`src/sv/bys_pkg.sv`:
```
// ----------------------------------------------------------------------------
// Bisection yield solver package
// Widths, reset values, register indexes and controller states shared by the
// solver and its serial arithmetic units.
// ----------------------------------------------------------------------------
package bys_pkg;

  localparam int unsigned RATE_W   = 24;              // Q0.24 rate
  localparam int unsigned MONEY_W  = 32;              // Q.8 money
  localparam int unsigned FACT_W   = RATE_W + 2;      // Q2.24 discount factor
  localparam int unsigned OPND_W   = RATE_W + 1;      // 1 + rate
  localparam int unsigned PROD_W   = 2 * OPND_W;
  localparam int unsigned QUOT_W   = MONEY_W + 1;     // signed quotient
  localparam int unsigned SUM_W    = MONEY_W + 3;     // sum of three terms less target
  localparam int unsigned CNT_W    = 5;
  localparam int unsigned CFG_IDX_W = 3;

  localparam logic [CNT_W-1:0] HALVING_LIMIT = CNT_W'(24);
  localparam logic [1:0]       MAX_FLOWS     = 2'd3;

  localparam logic [MONEY_W-1:0] FLOW_ZERO_RST = 32'sd2483712;
  localparam logic [MONEY_W-1:0] FLOW_ONE_RST  = -32'sd5043200;
  localparam logic [MONEY_W-1:0] FLOW_TWO_RST  = 32'sd2560000;
  localparam logic [MONEY_W-1:0] TARGET_RST    = '0;
  localparam logic [1:0]         COUNT_RST     = 2'd3;
  localparam logic [RATE_W-1:0]  TOL_RST       = RATE_W'(1678);

  typedef enum logic [CFG_IDX_W-1:0] {
    CFG_FLOW_ZERO = 3'd0,
    CFG_FLOW_ONE  = 3'd1,
    CFG_FLOW_TWO  = 3'd2,
    CFG_TARGET    = 3'd3,
    CFG_COUNT     = 3'd4,
    CFG_TOL       = 3'd5
  } cfg_idx_e;

  typedef enum logic [2:0] {
    ST_IDLE,
    ST_CHECK,
    ST_DIV1,
    ST_MUL,
    ST_DIV2,
    ST_DECIDE,
    ST_DONE
  } state_e;

endpackage

```
`src/sv/bys_mul.sv`:
```
// ----------------------------------------------------------------------------
// Bisection yield solver: serial squarer
// Shift-add multiplier, one multiplier bit per cycle, squares 1 + rate.
// ----------------------------------------------------------------------------
module bys_mul (
  input  logic                        clk_i,
  input  logic                        rst_ni,
  input  logic                        start_i,
  input  logic [bys_pkg::OPND_W-1:0]  op_i,
  output logic                        busy_o,
  output logic                        done_o,
  output logic [bys_pkg::PROD_W-1:0]  prod_o
);
  import bys_pkg::*;

  logic [PROD_W-1:0] p_q, p_d;
  logic [OPND_W-1:0] a_q;
  logic [CNT_W-1:0]  cnt_q;
  logic              busy_q, done_q;
  logic [OPND_W:0]   sum;

  // add the multiplicand when the low bit is set, then shift right
  always_comb begin
    sum = {1'b0, p_q[PROD_W-1:OPND_W]} + (p_q[0] ? {1'b0, a_q} : '0);
    p_d = {sum, p_q[OPND_W-1:1]};
  end

  // control: count one bit per cycle
  always_ff @(posedge clk_i or negedge rst_ni) begin
    if (!rst_ni) begin
      busy_q <= 1'b0;
      done_q <= 1'b0;
      cnt_q  <= '0;
    end else begin
      done_q <= 1'b0;
      if (start_i) begin
        busy_q <= 1'b1;
        cnt_q  <= '0;
      end else if (busy_q) begin
        cnt_q <= cnt_q + 1'b1;
        if (cnt_q == CNT_W'(OPND_W - 1)) begin
          busy_q <= 1'b0;
          done_q <= 1'b1;
        end
      end
    end
  end

  // datapath
  always_ff @(posedge clk_i) begin
    if (start_i) begin
      a_q <= op_i;
      p_q <= {{OPND_W{1'b0}}, op_i};
    end else if (busy_q) begin
      p_q <= p_d;
    end
  end

  assign busy_o = busy_q;
  assign done_o = done_q;
  assign prod_o = p_q;

endmodule

```
`src/sv/bys_div.sv`:
```
// ----------------------------------------------------------------------------
// Bisection yield solver: serial divider
// Restoring divider, one quotient bit per cycle, forms flow * 2^24 / factor
// rounded toward zero.
// ----------------------------------------------------------------------------
module bys_div (
  input  logic                               clk_i,
  input  logic                               rst_ni,
  input  logic                               start_i,
  input  logic signed [bys_pkg::MONEY_W-1:0] flow_i,
  input  logic [bys_pkg::FACT_W-1:0]         divisor_i,
  output logic                               busy_o,
  output logic                               done_o,
  output logic signed [bys_pkg::QUOT_W-1:0]  quot_o
);
  import bys_pkg::*;

  logic [FACT_W-1:0]  rem_q, rem_d;
  logic [FACT_W-1:0]  dvs_q;
  logic [MONEY_W-1:0] sh_q, quo_q;
  logic               neg_q, busy_q, done_q, ge;
  logic [CNT_W-1:0]   cnt_q;
  logic [MONEY_W-1:0] mag;
  logic [FACT_W:0]    trial, diff;

  // magnitude of the flow; the most negative flow fits unsigned
  assign mag = flow_i[MONEY_W-1] ? MONEY_W'(-flow_i) : flow_i;

  // one restoring step: shift in a dividend bit, subtract when it fits
  always_comb begin
    trial = {rem_q, sh_q[MONEY_W-1]};
    diff  = trial - {1'b0, dvs_q};
    ge    = trial >= {1'b0, dvs_q};
    rem_d = ge ? diff[FACT_W-1:0] : trial[FACT_W-1:0];
  end

  // control: one quotient bit per cycle
  always_ff @(posedge clk_i or negedge rst_ni) begin
    if (!rst_ni) begin
      busy_q <= 1'b0;
      done_q <= 1'b0;
      cnt_q  <= '0;
    end else begin
      done_q <= 1'b0;
      if (start_i) begin
        busy_q <= 1'b1;
        cnt_q  <= '0;
      end else if (busy_q) begin
        cnt_q <= cnt_q + 1'b1;
        if (cnt_q == CNT_W'(MONEY_W - 1)) begin
          busy_q <= 1'b0;
          done_q <= 1'b1;
        end
      end
    end
  end

  // datapath: the top dividend bits are below the divisor, so preload them
  always_ff @(posedge clk_i) begin
    if (start_i) begin
      rem_q <= {2'b00, mag[MONEY_W-1:8]};
      sh_q  <= {mag[7:0], {RATE_W{1'b0}}};
      quo_q <= '0;
      neg_q <= flow_i[MONEY_W-1];
      dvs_q <= divisor_i;
    end else if (busy_q) begin
      rem_q <= rem_d;
      sh_q  <= {sh_q[MONEY_W-2:0], 1'b0};
      quo_q <= {quo_q[MONEY_W-2:0], ge};
    end
  end

  assign quot_o = neg_q ? -$signed({1'b0, quo_q}) : $signed({1'b0, quo_q});
  assign busy_o = busy_q;
  assign done_o = done_q;

endmodule

```
`src/sv/bisection_yield_solver.sv`:
```
// ----------------------------------------------------------------------------
// Bisection yield solver
// Bisects a rate interval for the rate at which the discounted cash flows
// meet a target value; returns the final upper bound.
// ----------------------------------------------------------------------------
//  channel | handshake              | payload
//  --------+------------------------+----------------------------------------
//  in      | in_valid_i / in_stall_o| lower_bound_i, upper_bound_i, rising_mode_i
//  out     | out_valid_o/out_stall_i| yield_rate_o
//  cfg     | cfg_valid_i/cfg_ready_o| cfg_index_i, cfg_data_i
//
//  Each halving runs one check, two serial divisions (32 quotient bits and
//  a handover each), a serial squaring (25 multiplier bits and a handover)
//  and one decide step.
//  A command runs at most 24 halvings from its beat to its result, then a
//  final check and the output load.
//  Reset clears control state; registers return to their reset values.
//  A command is taken only in idle; a result waits in the output register
//  while the next command is accepted.
// ----------------------------------------------------------------------------
module bisection_yield_solver (
  input  logic                             clk_i,
  input  logic                             rst_ni,
  input  logic                             in_valid_i,
  output logic                             in_stall_o,
  input  logic [bys_pkg::RATE_W-1:0]       lower_bound_i,
  input  logic [bys_pkg::RATE_W-1:0]       upper_bound_i,
  input  logic                             rising_mode_i,
  output logic                             out_valid_o,
  input  logic                             out_stall_i,
  output logic [bys_pkg::RATE_W-1:0]       yield_rate_o,
  input  logic                             cfg_valid_i,
  output logic                             cfg_ready_o,
  input  logic [bys_pkg::CFG_IDX_W-1:0]    cfg_index_i,
  input  logic [bys_pkg::MONEY_W-1:0]      cfg_data_i
);
  import bys_pkg::*;

  state_e state_q, state_d;

  logic [MONEY_W-1:0] flow_zero_q, flow_one_q, flow_two_q, target_q;
  logic [1:0]         count_q;
  logic [RATE_W-1:0]  tol_q;

  logic [RATE_W-1:0]  lo_q, hi_q, mid_q, yield_q;
  logic               rising_q, out_valid_q;
  logic [CNT_W-1:0]   hcnt_q;
  logic signed [SUM_W-1:0] sum_q;

  logic               go, div_start, mul_start, load_out;
  logic [RATE_W:0]    mid_sum;
  logic [RATE_W-1:0]  mid;
  logic signed [MONEY_W-1:0] div_flow;
  logic [FACT_W-1:0]  div_dvs;
  logic               div_busy, div_done, mul_busy, mul_done;
  logic signed [QUOT_W-1:0]  quot;
  logic [PROD_W-1:0]  prod;
  logic signed [SUM_W-1:0]   excess;
  logic [1:0]         eff_count;

  // configuration registers
  assign cfg_ready_o = 1'b1;

  always_ff @(posedge clk_i or negedge rst_ni) begin
    if (!rst_ni) begin
      flow_zero_q <= FLOW_ZERO_RST;
      flow_one_q  <= FLOW_ONE_RST;
      flow_two_q  <= FLOW_TWO_RST;
      target_q    <= TARGET_RST;
      count_q     <= COUNT_RST;
      tol_q       <= TOL_RST;
    end else if (cfg_valid_i) begin
      unique case (cfg_index_i)
        CFG_FLOW_ZERO: flow_zero_q <= cfg_data_i;
        CFG_FLOW_ONE:  flow_one_q  <= cfg_data_i;
        CFG_FLOW_TWO:  flow_two_q  <= cfg_data_i;
        CFG_TARGET:    target_q    <= cfg_data_i;
        CFG_COUNT:     count_q     <= cfg_data_i[1:0];
        CFG_TOL:       tol_q       <= cfg_data_i[RATE_W-1:0];
        default: ;
      endcase
    end
  end

  // interval test and midpoint
  assign eff_count = (count_q > MAX_FLOWS) ? MAX_FLOWS : count_q;
  assign go = (hi_q >= lo_q) && ((hi_q - lo_q) >= tol_q) && (hcnt_q < HALVING_LIMIT);
  assign mid_sum = {1'b0, lo_q} + {1'b0, hi_q};
  assign mid = mid_sum[RATE_W:1];
  assign excess = sum_q - SUM_W'($signed(target_q));

  // next state
  always_comb begin
    state_d = state_q;
    unique case (state_q)
      ST_IDLE:   if (in_valid_i) state_d = ST_CHECK;
      ST_CHECK:  state_d = go ? ST_DIV1 : ST_DONE;
      ST_DIV1:   if (div_done) state_d = ST_MUL;
      ST_MUL:    if (mul_done) state_d = ST_DIV2;
      ST_DIV2:   if (div_done) state_d = ST_DECIDE;
      ST_DECIDE: state_d = ST_CHECK;
      ST_DONE:   if (!out_valid_q || !out_stall_i) state_d = ST_IDLE;
      default:   state_d = ST_IDLE;
    endcase
  end

  // unit starts and operand selection
  always_comb begin
    div_start = 1'b0;
    mul_start = 1'b0;
    load_out  = 1'b0;
    div_flow  = $signed(flow_one_q);
    div_dvs   = {2'b01, mid};
    in_stall_o = 1'b1;
    unique case (state_q)
      ST_IDLE:  in_stall_o = 1'b0;
      ST_CHECK: div_start = go;
      ST_DIV1:  mul_start = div_done;
      ST_MUL: begin
        div_start = mul_done;
        div_flow  = $signed(flow_two_q);
        div_dvs   = prod[PROD_W-1:RATE_W];
      end
      ST_DONE:  load_out = !out_valid_q || !out_stall_i;
      default: ;
    endcase
  end

  // state register and output beat
  always_ff @(posedge clk_i or negedge rst_ni) begin
    if (!rst_ni) begin
      state_q     <= ST_IDLE;
      out_valid_q <= 1'b0;
    end else begin
      state_q <= state_d;
      if (load_out) out_valid_q <= 1'b1;
      else if (!out_stall_i) out_valid_q <= 1'b0;
    end
  end

  // search datapath
  always_ff @(posedge clk_i or negedge rst_ni) begin
    if (!rst_ni) begin
      lo_q     <= '0;
      hi_q     <= '0;
      mid_q    <= '0;
      hcnt_q   <= '0;
      sum_q    <= '0;
      rising_q <= 1'b0;
      yield_q  <= '0;
    end else begin
      unique case (state_q)
        ST_IDLE: begin
          if (in_valid_i) begin
            lo_q     <= lower_bound_i;
            hi_q     <= upper_bound_i;
            rising_q <= rising_mode_i;
            hcnt_q   <= '0;
          end
        end
        ST_CHECK: begin
          if (go) begin
            mid_q <= mid;
            sum_q <= (eff_count != 2'd0) ? SUM_W'($signed(flow_zero_q)) : '0;
          end
        end
        ST_DIV1: if (div_done && eff_count >= 2'd2) sum_q <= sum_q + SUM_W'(quot);
        ST_DIV2: if (div_done && eff_count == 2'd3) sum_q <= sum_q + SUM_W'(quot);
        ST_DECIDE: begin
          if ((excess > 0) != rising_q) hi_q <= mid_q;
          else lo_q <= mid_q;
          hcnt_q <= hcnt_q + 1'b1;
        end
        ST_DONE: if (load_out) yield_q <= hi_q;
        default: ;
      endcase
    end
  end

  bys_div u_div (
    .clk_i     (clk_i),
    .rst_ni    (rst_ni),
    .start_i   (div_start),
    .flow_i    (div_flow),
    .divisor_i (div_dvs),
    .busy_o    (div_busy),
    .done_o    (div_done),
    .quot_o    (quot)
  );

  bys_mul u_mul (
    .clk_i   (clk_i),
    .rst_ni  (rst_ni),
    .start_i (mul_start),
    .op_i    ({1'b1, mid_q}),
    .busy_o  (mul_busy),
    .done_o  (mul_done),
    .prod_o  (prod)
  );

  assign out_valid_o  = out_valid_q;
  assign yield_rate_o = yield_q;

`ifndef SYNTHESIS
  // never more halvings than the guard
  a_hcnt_bound: assert property (@(posedge clk_i) disable iff (!rst_ni)
    hcnt_q <= HALVING_LIMIT) else $error("halving count past guard");

  // the two serial units never run together
  a_units_excl: assert property (@(posedge clk_i) disable iff (!rst_ni)
    !(div_busy && mul_busy)) else $error("divider and squarer both busy");

  // the interval stays ordered while a halving is in flight
  a_ordered: assert property (@(posedge clk_i) disable iff (!rst_ni)
    (state_q == ST_DIV1 || state_q == ST_MUL || state_q == ST_DIV2 ||
     state_q == ST_DECIDE) |-> (lo_q <= mid_q && mid_q <= hi_q))
    else $error("trial rate outside interval");

  // a finished first division always hands over to the squarer
  a_div_handover: assert property (@(posedge clk_i) disable iff (!rst_ni)
    (div_done && state_q == ST_DIV1) |=> (state_q == ST_MUL && mul_busy))
    else $error("squarer not started after first division");
`endif

endmodule

```
`config.mk`:
```
export PLATFORM = sky130hd
export DESIGN_NAME = bisection_yield_solver
export DESIGN_NICKNAME = d
export VERILOG_FILES = /design/src/sv/bys_pkg.sv /design/src/sv/bys_mul.sv /design/src/sv/bys_div.sv /design/src/sv/bisection_yield_solver.sv
export SDC_FILE = /design/constraint.sdc
export NUM_CORES = 1
export LEC_CHECK = 0
export BUFFER_PORTS_ARGS = -buffer_cell sky130_fd_sc_hd__buf_2
export CORE_MARGIN = 3
export CORE_UTILIZATION = 55
export CTS_CLUSTER_SIZE = 16
export DETAILED_ROUTE_END_ITERATION = 16
export GPL_ROUTABILITY_DRIVEN = 0
export MAX_ROUTING_LAYER = met4
export PLACE_DENSITY = 0.83
export REMOVE_ABC_BUFFERS = 1
export SYNTH_ARGS = -nofsm -noshare
export SYNTH_HDL_FRONTEND = slang
export SYNTH_SLANG_ARGS = --single-unit
```
`constraint.sdc`:
```
create_clock -name clk_i -period 11.35 [get_ports clk_i]
set_input_delay 0.5675 -clock clk_i [delete_from_list [all_inputs] [get_ports clk_i]]
set_output_delay 0.5675 -clock clk_i [all_outputs]
set_load 0.03 [all_outputs]
```
==> results.py, run 1 <==
metrics = {
    "outcome": {
        "result_of_the_run": "complete, no violations",
    },
    "global_routing": {
        "grt_first_pass_wirelength_um": 129000,
        "grt_max_degree": 113,
        "track_usage_pct": 27.5,
        "grt_overflow_total": 0,
        "initial_antenna_violation_count": 1,
        "vias_in_the_first_global_route": 24100,
    },
    "timing": {
        "finalCriticalPeriod_ps": 7460,
        "rsz0062_at_grt": "false",
        "tightestPinTransition_ps": 1200,
        "report.final.hold_viol_count": 0,
        "slew_headroom_pct": 18.8,
        "final-max-slew-violation-count": 0,
        "setup-tns-final_ps": 0,
        "fin_worst_skew_ps": 23.3,
        "setup_viol": 0,
        "min_period_over_period_pct": 65.7,
        "timing.fmax_mhz": 134,
    },
    "setup_path": {
        "timing.critical_path.slowest_stage_cell": "buf_4",
        "criticalPathCategory": "flop to flop",
        "critPathCaptureType": "flop",
        "cp.arrival_ps": 7770,
        "critPathRequiredTime_ps": 11660,
        "cp_max_fo": 75,
        "critPathMaxStageDelay_ps": 440,
        "critical_path.startpoint_type": "flop",
    },
    "placement": {
        "place_area_mm2": 0.0320,
        "post-dp-hpwl_um": 56300,
        "placement.io_buffers": 114,
    },
    "detailed_routing": {
        "routed_wirelength_um": 80200,
        "detail_route.wl_per_cell_um": 19.7,
        "initial_drt_markers": 2382,
        "drtAntennaViolNets": 0,
        "vias": 25000,
        "dr.pass1.iters": 6,
        "via_per_inst": 6.15,
        "drc_errors": 0,
    },
    "finish": {
        "finish.net_count": 3576,
        "drive_above_1_share_pct": 15.1,
        "areaGrowthSynthToFinish_pct": 9.50,
        "design_area_final_mm2": 0.0337,
    },
    "power_and_ir_drop": {
        "clock_power_share_pct": 15.7,
        "seqPwrFrac_pct": 27.1,
        "total_switching_power_uw": 4960,
        "power.static_leakage_uw": 0.0149,
        "sw_frac_of_total_pct": 45.2,
        "internal_power_uw": 6010,
        "post-layout-total-power_uw": 11000,
        "irDropWorstVdd_mv": 0.210,
        "comb_power_share_pct": 57.2,
        "power.density_mw_per_mm2": 325,
    },
    "logic_synthesis": {
        "synth.distinct_cells": 96,
        "post_synth_inst_count": 3243,
        "cell_area_after_synthesis_mm2": 0.0308,
        "synth-warning-count": 0,
        "netlist.top_cell.by_area": "dfrtp_1",
        "synth_area_per_cell_um2": 9.49,
        "synth_top_area_share_pct": 22.2,
        "synth.yosys.seq_area_share_pct": 39.6,
        "async_flop_share_pct": 64.9,
        "ys_dominant_reg_cell": "dfrtp_1",
        "synth.top_cells.by_area": "dfrtp_1 (22%), edfxtp_1 (10%), ha_1 (8.0%)",
        "edff_count_synth": 107,
        "synth.ff_latch_count": 476,
    },
    "floorplanning": {
        "initial_utilization_pct": 55.8,
        "core.rowCount": 86,
        "top_level_ports": 116,
        "floorplan.die_area_mm2": 0.0589,
        "die_width_um": 243,
        "floorplan.core_area_mm2": 0.0552,
        "die_y_um": 243,
    },
    "clocking": {
        "cts.clk_slew.worst_paths_ps": 60,
        "cts.sink_count": 476,
        "clock-root-buffer": "clkbuf_16",
        "cts_hold_buf": 0,
        "numCtsBuffers": 52,
        "cts_tree": "built",
        "cts.htree.levels": 2,
        "cts-root-to-sink-buffers": 3,
        "post_cts_buffers": 0,
        "postCtsResizedCells": 0,
        "clock_insertion_delay_worst_skew_ps": 610,
    },
    "flow_run": {
        "maxCapViolations": 0,
    },
    "worst_hold_path": {
        "hold_class": "primary input to asynchronous set/reset pin",
    },
}
==> power groups by stage <==
stage          clock, µW  sequential, µW  combinational, µW
3_3_place_gp           0            2960               5950
3_5_place_dp           0            2980               6110
2_1_floorplan          0            2950               4570
4_1_cts             1740            2960               6180
5_1_grt             1800            3040               6910
6_report            1720            2970               6280
==> kinds of logic after synthesis <==
kind of cell / count (synthesis) / share of synthesized area [%]
AOI/OAI and AO/OA: 823 / 17.5
xor gates and xnor gates: 190 / 5.40
adders and majority gates: 204 / 8.44
buffers and inverters: 340 / 4.30
DFF: 476 / 39.6
muxes: 320 / 11.2
other: 1 / 0.0122
and+or+nand+nor: 889 / 13.5
==> layout by cell type, fill, tap and decap left out, types with 13 or more instances in the layout <==
cell type  netlist  layout
dfstp_2         36      36
or3_1           23      23
nand2_1        269     267
and2_1          31      31
a21oi_1        175     174
xor2_1          61      61
o31ai_1         18      18
dfxtp_1         60      60
nor2_1         279     278
nand4_1         28      28
clkbuf_16        0      58
edfxtp_1       107     107
xnor2_1        129     128
nor2b_1         46      46
nor3_1          55      55
nand3_1         32      32
nand2b_1        53      52
a221oi_1        19      19
o211ai_1        18      18
o22ai_1         60      60
o21a_1          21      21
mux2_2         192     192
o21ai_0        200     200
and3_1          13      13
a21o_1          71      71
a2111oi_0       19      19
inv_1          181     181
dfrtp_1        273     272
a31oi_1         27      27
buf_4            4      29
ha_1           198     198
o22a_1          71      71
o21bai_1        29      29
a211oi_1        15      15
mux2i_1        127     126
buf_2            7     113
==> worst paths after layout <==
path	slack, ps	cells after the start	end	from
max reg2reg	3890	30	u_div.rem_q[19]	lo_q[1]
min in group clk_i	190	2	rising_q	rising_mode_i
min reg2reg	490	2	u_mul.prod_o[48]	u_mul.prod_o[48]
max	3890	30	u_div.rem_q[19]	lo_q[1]
min	40	1	hi_q[20]	rst_ni
max in group asynchronous	9140	3	u_div.busy_o	rst_ni
==> synthesized netlist by cell type (19+ instances only) <==
| cell | number |
|---|---|
| nand2_1 | 269 |
| mux2i_1 | 127 |
| nand4_1 | 28 |
| o21ai_0 | 200 |
| o22ai_1 | 60 |
| a2111oi_0 | 19 |
| ha_1 | 198 |
| mux2_2 | 192 |
| nor2b_1 | 46 |
| a31oi_1 | 27 |
| xor2_1 | 61 |
| nor3_1 | 55 |
| dfstp_2 | 36 |
| dfxtp_1 | 60 |
| a21o_1 | 71 |
| o22a_1 | 71 |
| clkbuf_1 | 125 |
| dfrtp_1 | 273 |
| xnor2_1 | 129 |
| inv_1 | 181 |
| nand3_1 | 32 |
| nand2b_1 | 53 |
| edfxtp_1 | 107 |
| a21oi_1 | 175 |
| o21bai_1 | 29 |
| o21a_1 | 21 |
| or3_1 | 23 |
| nor2_1 | 279 |
| and2_1 | 31 |
| a221oi_1 | 19 |
==> metrics by stage <==
stage	cells	util (%)	setup WS (ps)	hold slack [ps]
2_1_floorplan	3086	-	4280	272
3_3_place_gp	3977	57.9	4240	474
3_5_place_dp	3977	57.9	4050	481
4_1_cts	4075	61.1	4000	79.9
5_1_grt	4076	61.1	3260	96.6
6_report	4076	61.1	3890	42.4
==> critical path: cells and delay by family, from the launching register on <==
family | cells | cell delay [ps]
adders and majority gates | 2 | 590
and+or+nand+nor | 6 | 780
buffers and inverters | 5 | 1560
xor gates and xnor gates | 1 | 140
DFF | 1 | 420
AOI/OAI and AO/OA | 16 | 3610
==> state kept, by name (all words and copies together), names as in the netlist, 2 cells and up <==
register      flops
count_q           2
flow_one_q       32
flow_two_q       32
flow_zero_q      32
hcnt_q            5
hi_q             24
lo_q             24
mid_q            24
state_q           3
sum_q            35
target_q         32
tol_q            24
u_div.cnt_q       5
u_div.dvs_q      26
u_div.quo_q      32
u_div.rem_q      26
u_div.sh_q        8
u_mul.a_q        24
u_mul.cnt_q       5
u_mul.prod_o     50
yield_rate_o     24
==> area by class of cell <==
class | count | area, µm²
fill | 4357 | 21500
antenna | 1 | 2.50
sequential | 476 | 12200
timing repair buffer | 143 | 798
clock inverter | 23 | 153
multi-input combinational | 2427 | 17400
clock buffer | 75 | 1580
inverter | 183 | 687
tap | 748 | 936
==> routing by layer <==
layer,GRT usage (%),wire length (µm),up-vias
met1,38.1,35800,12100
li1,-,-,11800
met3,3.37,5240,172
met2,42.4,36500,994
met5,-,0,-
met4,8.95,2650,0
(Power assumes the default switching activity.)
==> inputs of run 2 (changes only) <==
Settings changed: ABC_AREA set to 1, PLACE_DENSITY 0.83 to 0.86.
Clock period 11.35 ns to 6.6 ns, I/O delays scaled along.
==> run 2 against run 1 <==
  * Sequential share of layout area is 0.45 points lower
  * Die area is 1.8% higher
  * First-iteration DRC count is 25% higher
  * Combinational power is 91% higher
  * Wire length is 12% higher
  * Clock power is 67% higher
  * Worst setup slack worse by 2900 ps
  * Global-route usage is 2.9 points higher
  * Critical path depth is 3 lower
  * Register-to-register slack worse by 2900 ps
  * Via count is 16% higher
  * Synthesized cell count is 30% higher
==> results.py, run 2 <==
metrics = {
    "setup_path": {
        "critPathCaptureType": "flop",
        "cp.arrival_ps": 5950,
        "critical_path.startpoint_type": "flop",
        "critPathRequiredTime_ps": 6890,
        "timing.critical_path.slowest_stage_cell": "ha_1",
        "dominant_cell_type_by_count_on_the_critical_path": "nand2_1",
        "critPathMaxStageDelay_ps": 440,
        "criticalPathCategory": "flop to flop",
        "cp_max_fo": 45,
    },
    "finish": {
        "multi_input_area_mm2": 0.0165,
        "finish.net_count": 4555,
        "final_common_cell": "nand2_1",
        "ff_latch_area_mm2": 0.0122,
        "fill_cell_instance_count_of_the_final_layout": 4785,
        "max_ffs_per_register": 50,
        "drive_above_1_share_pct": 9.99,
        "areaGrowthSynthToFinish_pct": 8.84,
        "leading_cell_types_in_the_layout_fill_and_taps_excluded": "nand2_1 (1225), inv_1 (519), o21ai_0 (352), nor2_1 (314), dfrtp_1 (272)",
    },
    "global_routing": {
        "initial_antenna_violation_count": 3,
        "grt_first_pass_wirelength_um": 143000,
        "track_usage_pct": 30.5,
        "vias_in_the_first_global_route": 27400,
        "grt_overflow_total": 0,
        "grt_max_degree": 152,
    },
    "timing": {
        "hold-worst-slack_ps": 31.1,
        "finalCriticalPeriod_ps": 5650,
        "slew_headroom_pct": 21.7,
        "min_period_over_period_pct": 85.7,
        "final-max-slew-violation-count": 0,
        "rsz0062_at_grt": "false",
        "report.final.hold_viol_count": 0,
        "timing.fmax_mhz": 177,
        "setup_viol": 0,
        "tightestPinTransition_ps": 1170,
        "setup-tns-final_ps": 0,
        "fin_worst_skew_ps": 40.1,
    },
    "floorplanning": {
        "die_width_um": 245,
        "initial_utilization_pct": 56.3,
        "top_level_ports": 116,
        "floorplan.core_area_mm2": 0.0557,
        "core.rowCount": 86,
        "die_y_um": 245,
        "floorplan.die_area_mm2": 0.0599,
    },
    "clocking": {
        "clock-root-buffer": "clkbuf_16",
        "clock_insertion_delay_worst_skew_ps": 620,
        "cts-root-to-sink-buffers": 3,
        "cts.clk_slew.worst_paths_ps": 70,
        "cts_tree": "built",
        "numCtsBuffers": 50,
        "postCtsResizedCells": 0,
        "cts.sink_count": 476,
        "cts.htree.levels": 2,
    },
    "power_and_ir_drop": {
        "post-layout-total-power_uw": 20000,
        "irDropWorstVdd_mv": 0.283,
        "power.static_leakage_uw": 0.0173,
        "power.density_mw_per_mm2": 584,
    },
    "placement": {
        "post-dp-hpwl_um": 66400,
        "placement.io_buffers": 114,
    },
    "logic_synthesis": {
        "netlist_top_cells_count": "nand2_1 (1228), inv_1 (519), o21ai_0 (352)",
        "synth.ff_latch_count": 476,
        "largest_family_of_logic_cells_by_synthesized_area": "simple AND/OR/NAND/NOR gates",
        "synthSimpleGateAreaFrac_pct": 25.1,
        "synth.distinct_cells": 68,
        "netlist.top_cell.by_area": "dfrtp_1",
        "cell_area_after_synthesis_mm2": 0.0314,
        "ys_dominant_reg_cell": "dfrtp_1",
        "synth-warning-count": 0,
        "synth.top_cells.by_area": "dfrtp_1 (22%), nand2_1 (15%), edfxtp_1 (10%)",
        "synth.yosys.seq_area_share_pct": 38.9,
        "share_of_synthesized_cell_area_in_full_adder_half_adder_and_majority_cells_pct": 8.28,
        "edff_count_synth": 107,
        "synth_area_per_cell_um2": 7.45,
        "synth-compound-area-share_pct": 13.9,
        "post_synth_xor_area_fraction_pct": 4.02,
        "post_synth_inst_count": 4209,
        "synthMostInstantiatedCell": "nand2_1",
        "synth.area.mux_share_pct": 1.08,
        "async_flop_share_pct": 64.9,
        "synth_top_area_share_pct": 21.8,
    },
    "outcome": {
        "result_of_the_run": "complete, no violations",
    },
    "detailed_routing": {
        "drc_errors": 0,
        "drtAntennaViolNets": 0,
        "via_per_inst": 5.73,
        "detailroute.wirelength.met2_um": 41800,
        "detailroute.wirelength.met3_um": 7830,
        "routed_wirelength_um": 90000,
        "route.layer.met1.wl_um": 35600,
        "detail_route.wl_per_cell_um": 17.8,
        "initial_drt_markers": 2979,
        "top_signal_layer_used": "met4",
        "vias": 29000,
        "dr.pass1.iters": 7,
    },
    "flow_run": {
        "maxCapViolations": 0,
    },
    "worst_hold_path": {
        "hold_class": "primary input to flop",
    },
}
## run 2: changes by cell type in the layout (fill, tap and decap cells not counted), moves of 36 or more
cell	delta
nand2_1	+958
inv_1	+338
mux2_2	-170
o21ai_0	+152
nand3_1	+123
mux2i_1	-119
xnor2_1	-95
o22a_1	-71
a21o_1	-62
o22ai_1	-55
nand2b_1	-52
xor2_1	+50
nor2b_1	-46
nor2_1	+36
## run 2: final cells by class
class                      count  share of cell area (%)
multi-input combinational   3042                    48.3
tap                          748                    2.74
clock buffer                  71                    4.20
timing repair buffer         140                    2.34
sequential                   476                    35.7
inverter                     552                    6.07
clock inverter                23                   0.641
antenna                        3                  0.0220
## run 2: cell families after synthesis
group,after synthesis
and+or+nand+nor,1891
AOI/OAI and AO/OA,772
buffers and inverters,691
xor gates and xnor gates,144
adders and majority gates,204
other,1
DFF,476
muxes,30
## run 2: timing repair
action / CTS / global route
hold buffers: 4 / 0
setup buffers: 0 / 0
hold endpoints to repair: 99 / 0
## run 2: worst paths after layout
kind / startpoint / cells after the start / endpoint / slack (ps)
hold / removal: lower_bound_i[11] / 5 / lo_q[11] / 30
setup / recovery: lo_q[2] / 27 / u_div.sh_q[31] / 950
hold reg to reg: hcnt_q[4] / 1 / hcnt_q[4] / 470
min in group asynchronous: rst_ni / 2 / yield_rate_o[21] / 350
max in group asynchronous: rst_ni / 3 / u_div.busy_o / 4820
setup reg to reg: lo_q[2] / 27 / u_div.sh_q[31] / 950
## run 2: layer usage
| layer | up-vias | GRT usage [%] |
|---|---|---|
| met5 | - | - |
| met4 | 0 | 14.5 |
| met3 | 337 | 4.83 |
| met2 | 1407 | 49.4 |
| met1 | 13400 | 37.4 |
| li1 | 13800 | - |
## run 2: critical path, delay by kind of cell, from the launching register on
family	cells	cell delay, ps
AO/OA/AOI/OAI	5	1170
XOR/XNOR	1	100
adder cells (fa/ha/maj)	2	740
buffers and inverters	6	930
flip-flops	1	390
AND/OR/NAND/NOR	13	1970
## run 2: metrics by stage
step / area [µm²] / utilization (%) / instances / setup WS [ps]
after detailed placement: 32400 / 58.2 / 4954 / 1030
final: 34100 / 61.3 / 5055 / 947
after floorplan: 30700 / - / 4070 / 423
after global routing: 34100 / 61.3 / 5055 / 407
after CTS: 34100 / 61.2 / 5052 / 961
after global placement: 32400 / 58.2 / 4954 / 1160
## run 2: power breakdown
group / internal, µW / leakage [µW] / switching, µW
Combinational: 4160 / 0.0112 / 7830
Clock: 1640 / 0.000813 / 1240
Sequential: 4210 / 0.00530 / 870
